**src/msu_pkg.sv**
```systemverilog
// ----------------------------------------------------------------------------
// msu_pkg
// Shared types for the merge sorter unit and its cell chain.
// ----------------------------------------------------------------------------
package msu_pkg;

    // per-cycle command broadcast along the cell chain
    typedef struct packed {
        logic ins;      // insert new key in order
        logic shf;      // shift chain toward cell 0
    } cell_ctrl_t;

endpackage

```
**src/msu_cell.sv**
```systemverilog
// ----------------------------------------------------------------------------
// msu_cell
// One sorting cell: holds a key, takes the new key or its left neighbor's key
// on insert, and takes its right neighbor's key on shift.
// ----------------------------------------------------------------------------
module msu_cell
    import msu_pkg::*;
#(
    parameter int KEY_WIDTH = 32
)
(
    input  logic                        clk,
    input  logic                        rst_n,
    input  cell_ctrl_t                  ctrl,
    input  logic signed [KEY_WIDTH-1:0] new_key,
    input  logic                        left_gt,
    input  logic signed [KEY_WIDTH-1:0] left_key,
    input  logic                        left_valid,
    input  logic signed [KEY_WIDTH-1:0] right_key,
    input  logic                        right_valid,
    output logic signed [KEY_WIDTH-1:0] key,
    output logic                        valid,
    output logic                        gt
);

    logic signed [KEY_WIDTH-1:0] key_reg;
    logic signed [KEY_WIDTH-1:0] key_next;
    logic                        valid_reg;
    logic                        valid_next;

    // empty cell counts as larger than any key; equal keys stay ahead
    assign gt = !valid_reg || (key_reg > new_key);

    always_comb
    begin
        key_next   = key_reg;
        valid_next = valid_reg;
        if (ctrl.ins && gt)
        begin
            if (left_gt)
            begin
                key_next   = left_key;
                valid_next = left_valid;
            end
            else
            begin
                key_next   = new_key;
                valid_next = 1'b1;
            end
        end
        else if (ctrl.shf)
        begin
            key_next   = right_key;
            valid_next = right_valid;
        end
    end

    always_ff @(posedge clk or negedge rst_n)
    begin
        if (!rst_n)
            valid_reg <= 1'b0;
        else
            valid_reg <= valid_next;
    end

    always_ff @(posedge clk)
    begin
        key_reg <= key_next;
    end

    assign key   = key_reg;
    assign valid = valid_reg;

endmodule

```
**config.mk**
```make
export PLATFORM = sky130hd
export DESIGN_NAME = msu_cell
export DESIGN_NICKNAME = d
export VERILOG_FILES = /design/src/msu_pkg.sv /design/src/msu_cell.sv
export SDC_FILE = /design/constraint.sdc
export NUM_CORES = 1
export LEC_CHECK = 0
export BUFFER_PORTS_ARGS = -buffer_cell sky130_fd_sc_hd__buf_2
export CAP_MARGIN = 10
export CELL_PAD_IN_SITES_DETAIL_PLACEMENT = 1
export CELL_PAD_IN_SITES_GLOBAL_PLACEMENT = 1
export CORE_MARGIN = 1.5
export CORE_UTILIZATION = 36
export CTS_CLUSTER_SIZE = 10
export DETAILED_ROUTE_END_ITERATION = 16
export PLACE_DENSITY = 0.87
export SYNTH_ARGS = -nofsm -noshare
export SYNTH_HDL_FRONTEND = slang
export SYNTH_SLANG_ARGS = --single-unit
```
**constraint.sdc**
```tcl
create_clock -name clk -period 6.16 [get_ports clk]
set_input_delay 1.232 -clock clk [delete_from_list [all_inputs] [get_ports clk]]
set_output_delay 1.232 -clock clk [all_outputs]
set_load 0.01 [all_outputs]
```
==> results by group, run 1 <==
Finish
  • Fill count: just under 900
  • Nets: about 540
  • Antenna Cells: 0
  • Layout area overhead: 30.89%
  • Max reg flops: 32
  • Layout cell share with drive strength beyond 1: a little under half
  • Finished layout cell area: around 3500 um^2

Die
  • Chip Height: between 80 and 90 um
  • I/O pin count: ~140
  • # rows: 31
  • Die Wd: ~90 um
  • Die Area: slightly above 8000 um^2
  • Area of the core: slightly above 7000 um^2
  • Initial Utilization: roughly 37%

Placement
  • Placer Congestion: approximately 0.76
  • Port Buffers: around 140
  • Detailed placement HPWL: about 6.0 mm
  • Area of placed instances: 3471 um^2

Setup path
  • CP Data Arrival Time: 3.35 ns
  • Startpoint types: input pin
  • Critical-path top delay cell: or4_4
  • CP Class: in -> out
  • CP Capture Type: output port
  • Critical Path Fanout Max: 6
  • Crit path max-delay family: simple AND/OR/NAND/NOR gates
  • CP Cell Sequence: buf_2 > inv_1 > ha_1 > nand4_1 > or4_4 > nor3_1 > nor3_1 > o21a_1 > a21bo_2 > buf_2
  • Max incr delay on CP: between 0.5 and 0.6 ns
  • Buffers & Inverters on Critical Path: 3
  • Critical Path RT: just under 5 ns

CTS
  • Hold Buf Count CTS: 0
  • Clock Path Buffers: 2
  • H-tree levels: 2
  • CTS clock-pin slew for the worst setup and hold paths: ~0.07 ns
  • Post-CTS setup repair buffer count: 0
  • CTS tree: yes
  • CTS root buf: clkbuf_8
  • Clock sink count: 33
  • Number of buffers created by CTS: 5
  • Cts repair resizes: 0
  • Worst skew pair latency: ~0.28 ns

Timing
  • Rel. slew slack: between 30 and 40%
  • Final Hold Violating Endpoints: 0
  • Final setup fails: 0
  • Final min period: 4.580 ns
  • Unrepaired setup endpoints after global routing: false
  • Total Neg Setup Slack: 0 ns
  • Slew @ Worst Pin: 1.006 ns
  • Count of pins over their slew limit: 0
  • Clock skew: around 0.0039 ns
  • Crit share post-route: between 70% and 80%
  • Fmax: 218.4 MHz

Global routing
  • Largest net degree at the start of global routing: 65
  • Initial antenna violation count: 0
  • GRT Total Usage: a little under a fifth
  • First-pass GRT wire length: 12.30 mm
  • Vias in the first global route: between 2,000 and 3,000
  • Grt total ovfl: 0

Detailed routing
  • Via count: about 2,500
  • Routed WL: 7.464 mm
  • Vias per cell: between 4 and 5
  • Per-cell routed wire length: ~15 um
  • # DRC: 0
  • DR pass1 iterations: 4
  • Iteration-0 DRC Markers: 86
  • Routed Antenna Nets: 0

Pwr
  • P_leak: 1.831 nW
  • Clk pwr share: roughly an eighth
  • Peak VDD IR: about 0.16 mV
  • Pint: 0.7687 mW
  • Combinational fraction of design power: roughly 53%
  • NetSw: between 0.4 and 0.5 mW
  • P per Cell Area: between 300 and 400 nW/um^2
  • PnR Total Power: 1.232 mW
  • Flop pwr share: between 30% and 40%
  • Sw Share: 37.62%

Yosys
  • Synthesized area: between 2000 and 3000 um^2
  • Synthesis-stage register bit count: 33
  • Synth Flop Type: edfxtp_1
  • Ranking of synthesized cells by area: edfxtp_1 35%, mux2_4 16%, ha_1 15%
  • YS warnings: 0
  • Cell count after synthesis: around 270
  • Yosys top cell by area: edfxtp_1
  • Number of synthesized flops with an enable pin: 32
  • Seq/Total Area, Yosys: roughly 36%
  • Syn Area/Cell: between 10 and 15 um^2
  • Asr flop ratio synth: 3.030%
  • Number of distinct library cells after synthesis: 31
  • Syn Nets: approximately 400
  • Synth top area share: 35.46%

Flow run
  • Max-Cap Viols: 0

Worst hold path
  • Worst Hold Class: in -> async

Run status
  • Status: finished clean
[stage by stage]
stage | hold slack (ns) | instances | utilization, % | setup slack (ns)
after floorplan | 0.6421 | 267 | - | 1.994
after global placement | 0.6576 | 493 | 47.85 | 1.672
after detailed placement | 0.7220 | 493 | 47.85 | 1.554
after CTS | 0.7077 | 500 | 48.90 | 1.557
after global routing | 0.6985 | 500 | 48.90 | 1.425
final | 0.7187 | 500 | 48.90 | 1.580
[cells in the mapped netlist (2+ instances only)]
cell and instances:
nand3_1 3, mux2i_1 2, nand4_1 8, o21ai_0 36, o211ai_1 2, a21oi_1 16, edfxtp_1 32, clkbuf_1 5
nor3_1 3, mux2_4 28, nor2b_1 2, mux2_2 5, ha_1 32, inv_1 35, buf_6 3, nand2_1 40
[area by class of cell]
| type | count | area, um^2 | area share, % |
|---|---|---|---|
| Sequential cell | 33 | 985.9 | 27.80 |
| Tap cell | 99 | 123.9 | 3.492 |
| Timing Repair Buffer | 137 | 688.2 | 19.40 |
| Clock buffer | 6 | 72.57 | 2.046 |
| Inverter | 35 | 131.4 | 3.704 |
| Multi-Input combinational cell | 189 | 1541 | 43.46 |
| Clock inverter | 1 | 3.754 | 0.1058 |
[layer usage]
metal	share of wire, %	GRT usage (%)	vias to the layer above
met5	0	0	-
met4	1.0	4.101	0
met3	7.1	5.330	6
met2	52	36.07	91
met1	40	20.76	1139
li1	-	-	1217
[logic make-up after synthesis]
family	after synthesis	synth area share (%)
AOI/OAI and AO/OA	60	12.56
adders and majority gates	32	14.77
buffers and inverters	45	7.110
DFF	33	36.38
muxes	35	18.33
and+or+nand+nor	62	10.85
[power groups by stage]
| stage | combinational (mW) | clock [mW] | sequential, mW |
|---|---|---|---|
| floorplan | 0.409 | 0 | 0.464 |
| global placement | 0.647 | 0 | 0.422 |
| global route | 0.722 | 0.168 | 0.436 |
| detailed placement | 0.665 | 0 | 0.430 |
| finish | 0.655 | 0.153 | 0.424 |
| CTS | 0.668 | 0.161 | 0.426 |
[cells in the final DEF, fill, tap and decap left out, types with 5 or more instances in the layout]
master,Yosys,layout
mux2_4,28,28
ha_1,32,32
nand4_1,8,8
buf_2,1,136
clkbuf_8,0,5
a21oi_1,16,16
inv_1,35,35
edfxtp_1,32,32
o21ai_0,36,36
mux2_2,5,5
nand2_1,40,40
[worst reg2reg max path, cell delays in order (launching register included)]
cell and delay (ns):
edfxtp_1 0.41, ha_1 0.43, nand4_1 0.18, or4_4 0.58, nor3_1 0.23, o21ai_0 0.18
o311ai_4 0.12, buf_4 0.57, mux2_2 0.42
[worst paths after layout]
kind	from	end	slack (ns)	cells past startpoint
setup / recovery	new_key[31]	gt	1.58	10
hold / removal	rst_n	valid	0.72	1
setup reg to reg	key[31]	key[1]	2.80	8
hold reg to reg	valid	valid	0.74	2
max in group asynchronous	rst_n	valid	5.35	1
min in group clk	valid	valid	0.74	2
No activity file was read; power rests on OpenSTA's default activity.
==> run 2, diff against run 1 <==
- ABC_AREA: default -> 1
- CORE_UTILIZATION: 36 -> 31
- PLACE_DENSITY: 0.87 -> 0.81
- clock period: 6.16 -> 4.8 ns (I/O delays scaled with it)
==> run 2 against run 1 <==
  * Design area is 3.9% lower
  * Utilization fell by 7.0 points
  * Via count grew 9.7%
  * Total power fell by 3.8%
  * First-iteration DRC count is 15% lower
  * Sequential share of layout area is 1.1 points higher
  * Flip-flop and latch count unchanged
==> results by group, run 2 <==
Placement
  • Detailed placement HPWL: slightly above 6 mm
  • Port Buffers: about 140
  • Placer Congestion: around 0.74

Die
  • Die Wd: 94.10 um
  • Initial Utilization: between 30% and 40%
  • Chip Height: about 94 um
  • Area of the core: between 8000 and 9000 um^2
  • I/O pin count: 137
  • Die Area: roughly 8900 um^2
  • # rows: 33

Finish
  • Max reg flops: 32
  • Most frequent cells in the layout: 136 x buf_2, 109 x nand2_1, 42 x inv_1, 35 x o21ai_0
  • Layout cell share with drive strength beyond 1: between 30% and 40%
  • Nets: about 600
  • Antenna Cells: 0
  • Commonest non-fill, non-tap cell in the layout: buf_2
  • Layout area overhead: 32.54%
  • Fill count: around 1,100

CTS
  • CTS tree: yes
  • Clock Path Buffers: 2
  • CTS clock-pin slew for the worst setup and hold paths: around 0.06 ns
  • Cts repair resizes: 0
  • CTS root buf: clkbuf_8
  • Post-CTS setup repair buffer count: 0
  • H-tree levels: 2
  • Number of buffers created by CTS: 5
  • Clock sink count: 33
  • Worst skew pair latency: about 0.28 ns
  • Hold Buf Count CTS: 0

Timing
  • Final Hold Violating Endpoints: 0
  • Hold slack: about 0.44 ns
  • Rel. slew slack: 55.44%
  • Slew @ Worst Pin: 0.6684 ns
  • Final min period: 3.452 ns
  • Fmax: 289.7 MHz
  • Final setup fails: 0
  • Total Neg Setup Slack: 0 ns
  • Clock skew: 0.003809 ns
  • Crit share post-route: 71.92%
  • Count of pins over their slew limit: 0
  • Unrepaired setup endpoints after global routing: false

Global routing
  • Initial antenna violation count: 0
  • First-pass GRT wire length: around 12 mm
  • Largest net degree at the start of global routing: 67
  • Grt total ovfl: 0
  • Vias in the first global route: 2,794
  • GRT Total Usage: ~18%

Yosys
  • Synthesis-stage register bit count: 33
  • Number of distinct library cells after synthesis: 22
  • Syn Nets: 468
  • Most frequent cell after synthesis: nand2_1
  • Synthesized area: 2572 um^2
  • Asr flop ratio synth: 3.030%
  • Synth Flop Type: edfxtp_1
  • Seq/Total Area, Yosys: 38.33%
  • Cell count after synthesis: approximately 330
  • Synth top area share: 37.35%
  • Number of synthesized flops with an enable pin: 32
  • Post-synth top cells: 109 x nand2_1, 42 x inv_1, 35 x o21ai_0
  • Yosys top cell by area: edfxtp_1
  • Ranking of synthesized cells by area: edfxtp_1 37%, nand2_1 16%, ha_1 16%
  • YS warnings: 0
  • Syn Area/Cell: just under 8 um^2

Detailed routing
  • Routed WL: 7.539 mm
  • Vias per cell: approximately 4.7
  • DR pass1 iterations: 4
  • Via count: roughly 2,700
  • Per-cell routed wire length: about 13 um
  • Iteration-0 DRC Markers: 73
  • # DRC: 0
  • Routed Antenna Nets: 0

Pwr
  • Pint: 0.7294 mW
  • P_leak: 1.842 nW
  • Sw Share: 38.46%
  • Peak VDD IR: 0.09890 mV
  • NetSw: 0.4558 mW
  • Combinational fraction of design power: 43.9%
  • P per Cell Area: 347.6 nW/um^2
  • Flop pwr share: approximately two fifths
  • Clk pwr share: 16.6%
  • PnR Total Power: between 1 and 1.5 mW

Setup path
  • Startpoint types: input pin
  • Flop2flop setup slack: 1.99 ns
  • CP Class: in -> out
  • CP Data Arrival Time: approximately 2.5 ns
  • Critical Path RT: around 3.8 ns
  • Worst r2r path cells: 14
  • Reg-to-Reg End: key[4]
  • CP Capture Type: output port
  • R2R Path Start: key[21]
  • Critical Path Fanout Max: 3

Flow run
  • Max-Cap Viols: 0

Worst hold path
  • Worst Hold Class: in -> async

Run status
  • Status: finished clean
run 2: cell types whose count changed after synthesis, moves of 4 or more:
cell / change
mux2_4: -28
nand2_1: +69
inv_1: +7
o21ai_1: +26
o21ai_2: +4
nor2_1: +11
nand4_1: -6
mux2_2: -5
run 2: logic make-up after synthesis:
| group | after synthesis | share of synthesized area [%] |
|---|---|---|
| AO/OA/AOI/OAI | 80 | 16.34 |
| AND/OR/NAND/NOR | 131 | 19.94 |
| multiplexers | 1 | 0.3891 |
| flip-flops | 33 | 38.33 |
| adder cells (fa/ha/maj) | 32 | 15.56 |
| buffers and inverters | 56 | 9.435 |
run 2: metal layers:
| layer | track usage [%] | routed length [um] | vias to the layer above |
|---|---|---|---|
| met4 | 3.607 | 53 | 0 |
| met5 | 0 | 0 | - |
| met3 | 4.126 | 425 | 5 |
| li1 | - | - | 1367 |
| met2 | 34.00 | 3821 | 80 |
| met1 | 19.55 | 3239 | 1238 |
run 2: cell type report:
type,count,area [um^2],area share [%]
multi-input combinational,244,1344,39.41
sequential,33,985.9,28.92
timing repair buffer,140,710.7,20.84
inverter,43,161.4,4.734
tap,105,131.4,3.853
clock buffer,6,72.57,2.128
clock inverter,1,3.754,0.1101
run 2: worst max path at each step:
stage                         to  slack, ns  cells after the start        start
after global placement    key[4]       1.35                     16  new_key[19]
after detailed placement  key[4]       1.27                     16  new_key[21]
after floorplan           key[0]       1.40                     13  new_key[31]
final                         gt       1.35                     14  new_key[21]
after CTS                     gt       1.32                     14  new_key[21]
after global routing          gt       1.14                     16  new_key[17]
run 2: per-stage QoR:
stage	util (%)	instances	setup WS, ns	instance area, um^2
6_report	41.92	572	1.348	3410
5_1_grt	41.92	572	1.145	3410
4_1_cts	41.92	572	1.321	3410
3_5_place_dp	40.98	565	1.269	3333
3_3_place_gp	40.98	565	1.349	3333
2_1_floorplan	-	333	1.405	2572
run 2: power by group through the flow:
stage | Clock [mW] | Sequential (mW) | Combinational (mW)
2_1_floorplan | 0 | 0.507 | 0.298
3_3_place_gp | 0 | 0.472 | 0.507
3_5_place_dp | 0 | 0.476 | 0.529
4_1_cts | 0.206 | 0.469 | 0.532
5_1_grt | 0.220 | 0.478 | 0.599
6_report | 0.197 | 0.468 | 0.520
run 2: critical path: stages:
cell and delay, ns:
buf_2 0.09, inv_1 0.05, ha_1 0.31, a21oi_1 0.16, nor2_1 0.06, nor2_1 0.08
nand3_1 0.12, a21oi_1 0.21, nand2_1 0.08, nand2_1 0.06, nand2_1 0.05, nand2_1 0.06
nand2_2 0.06, buf_2 0.14
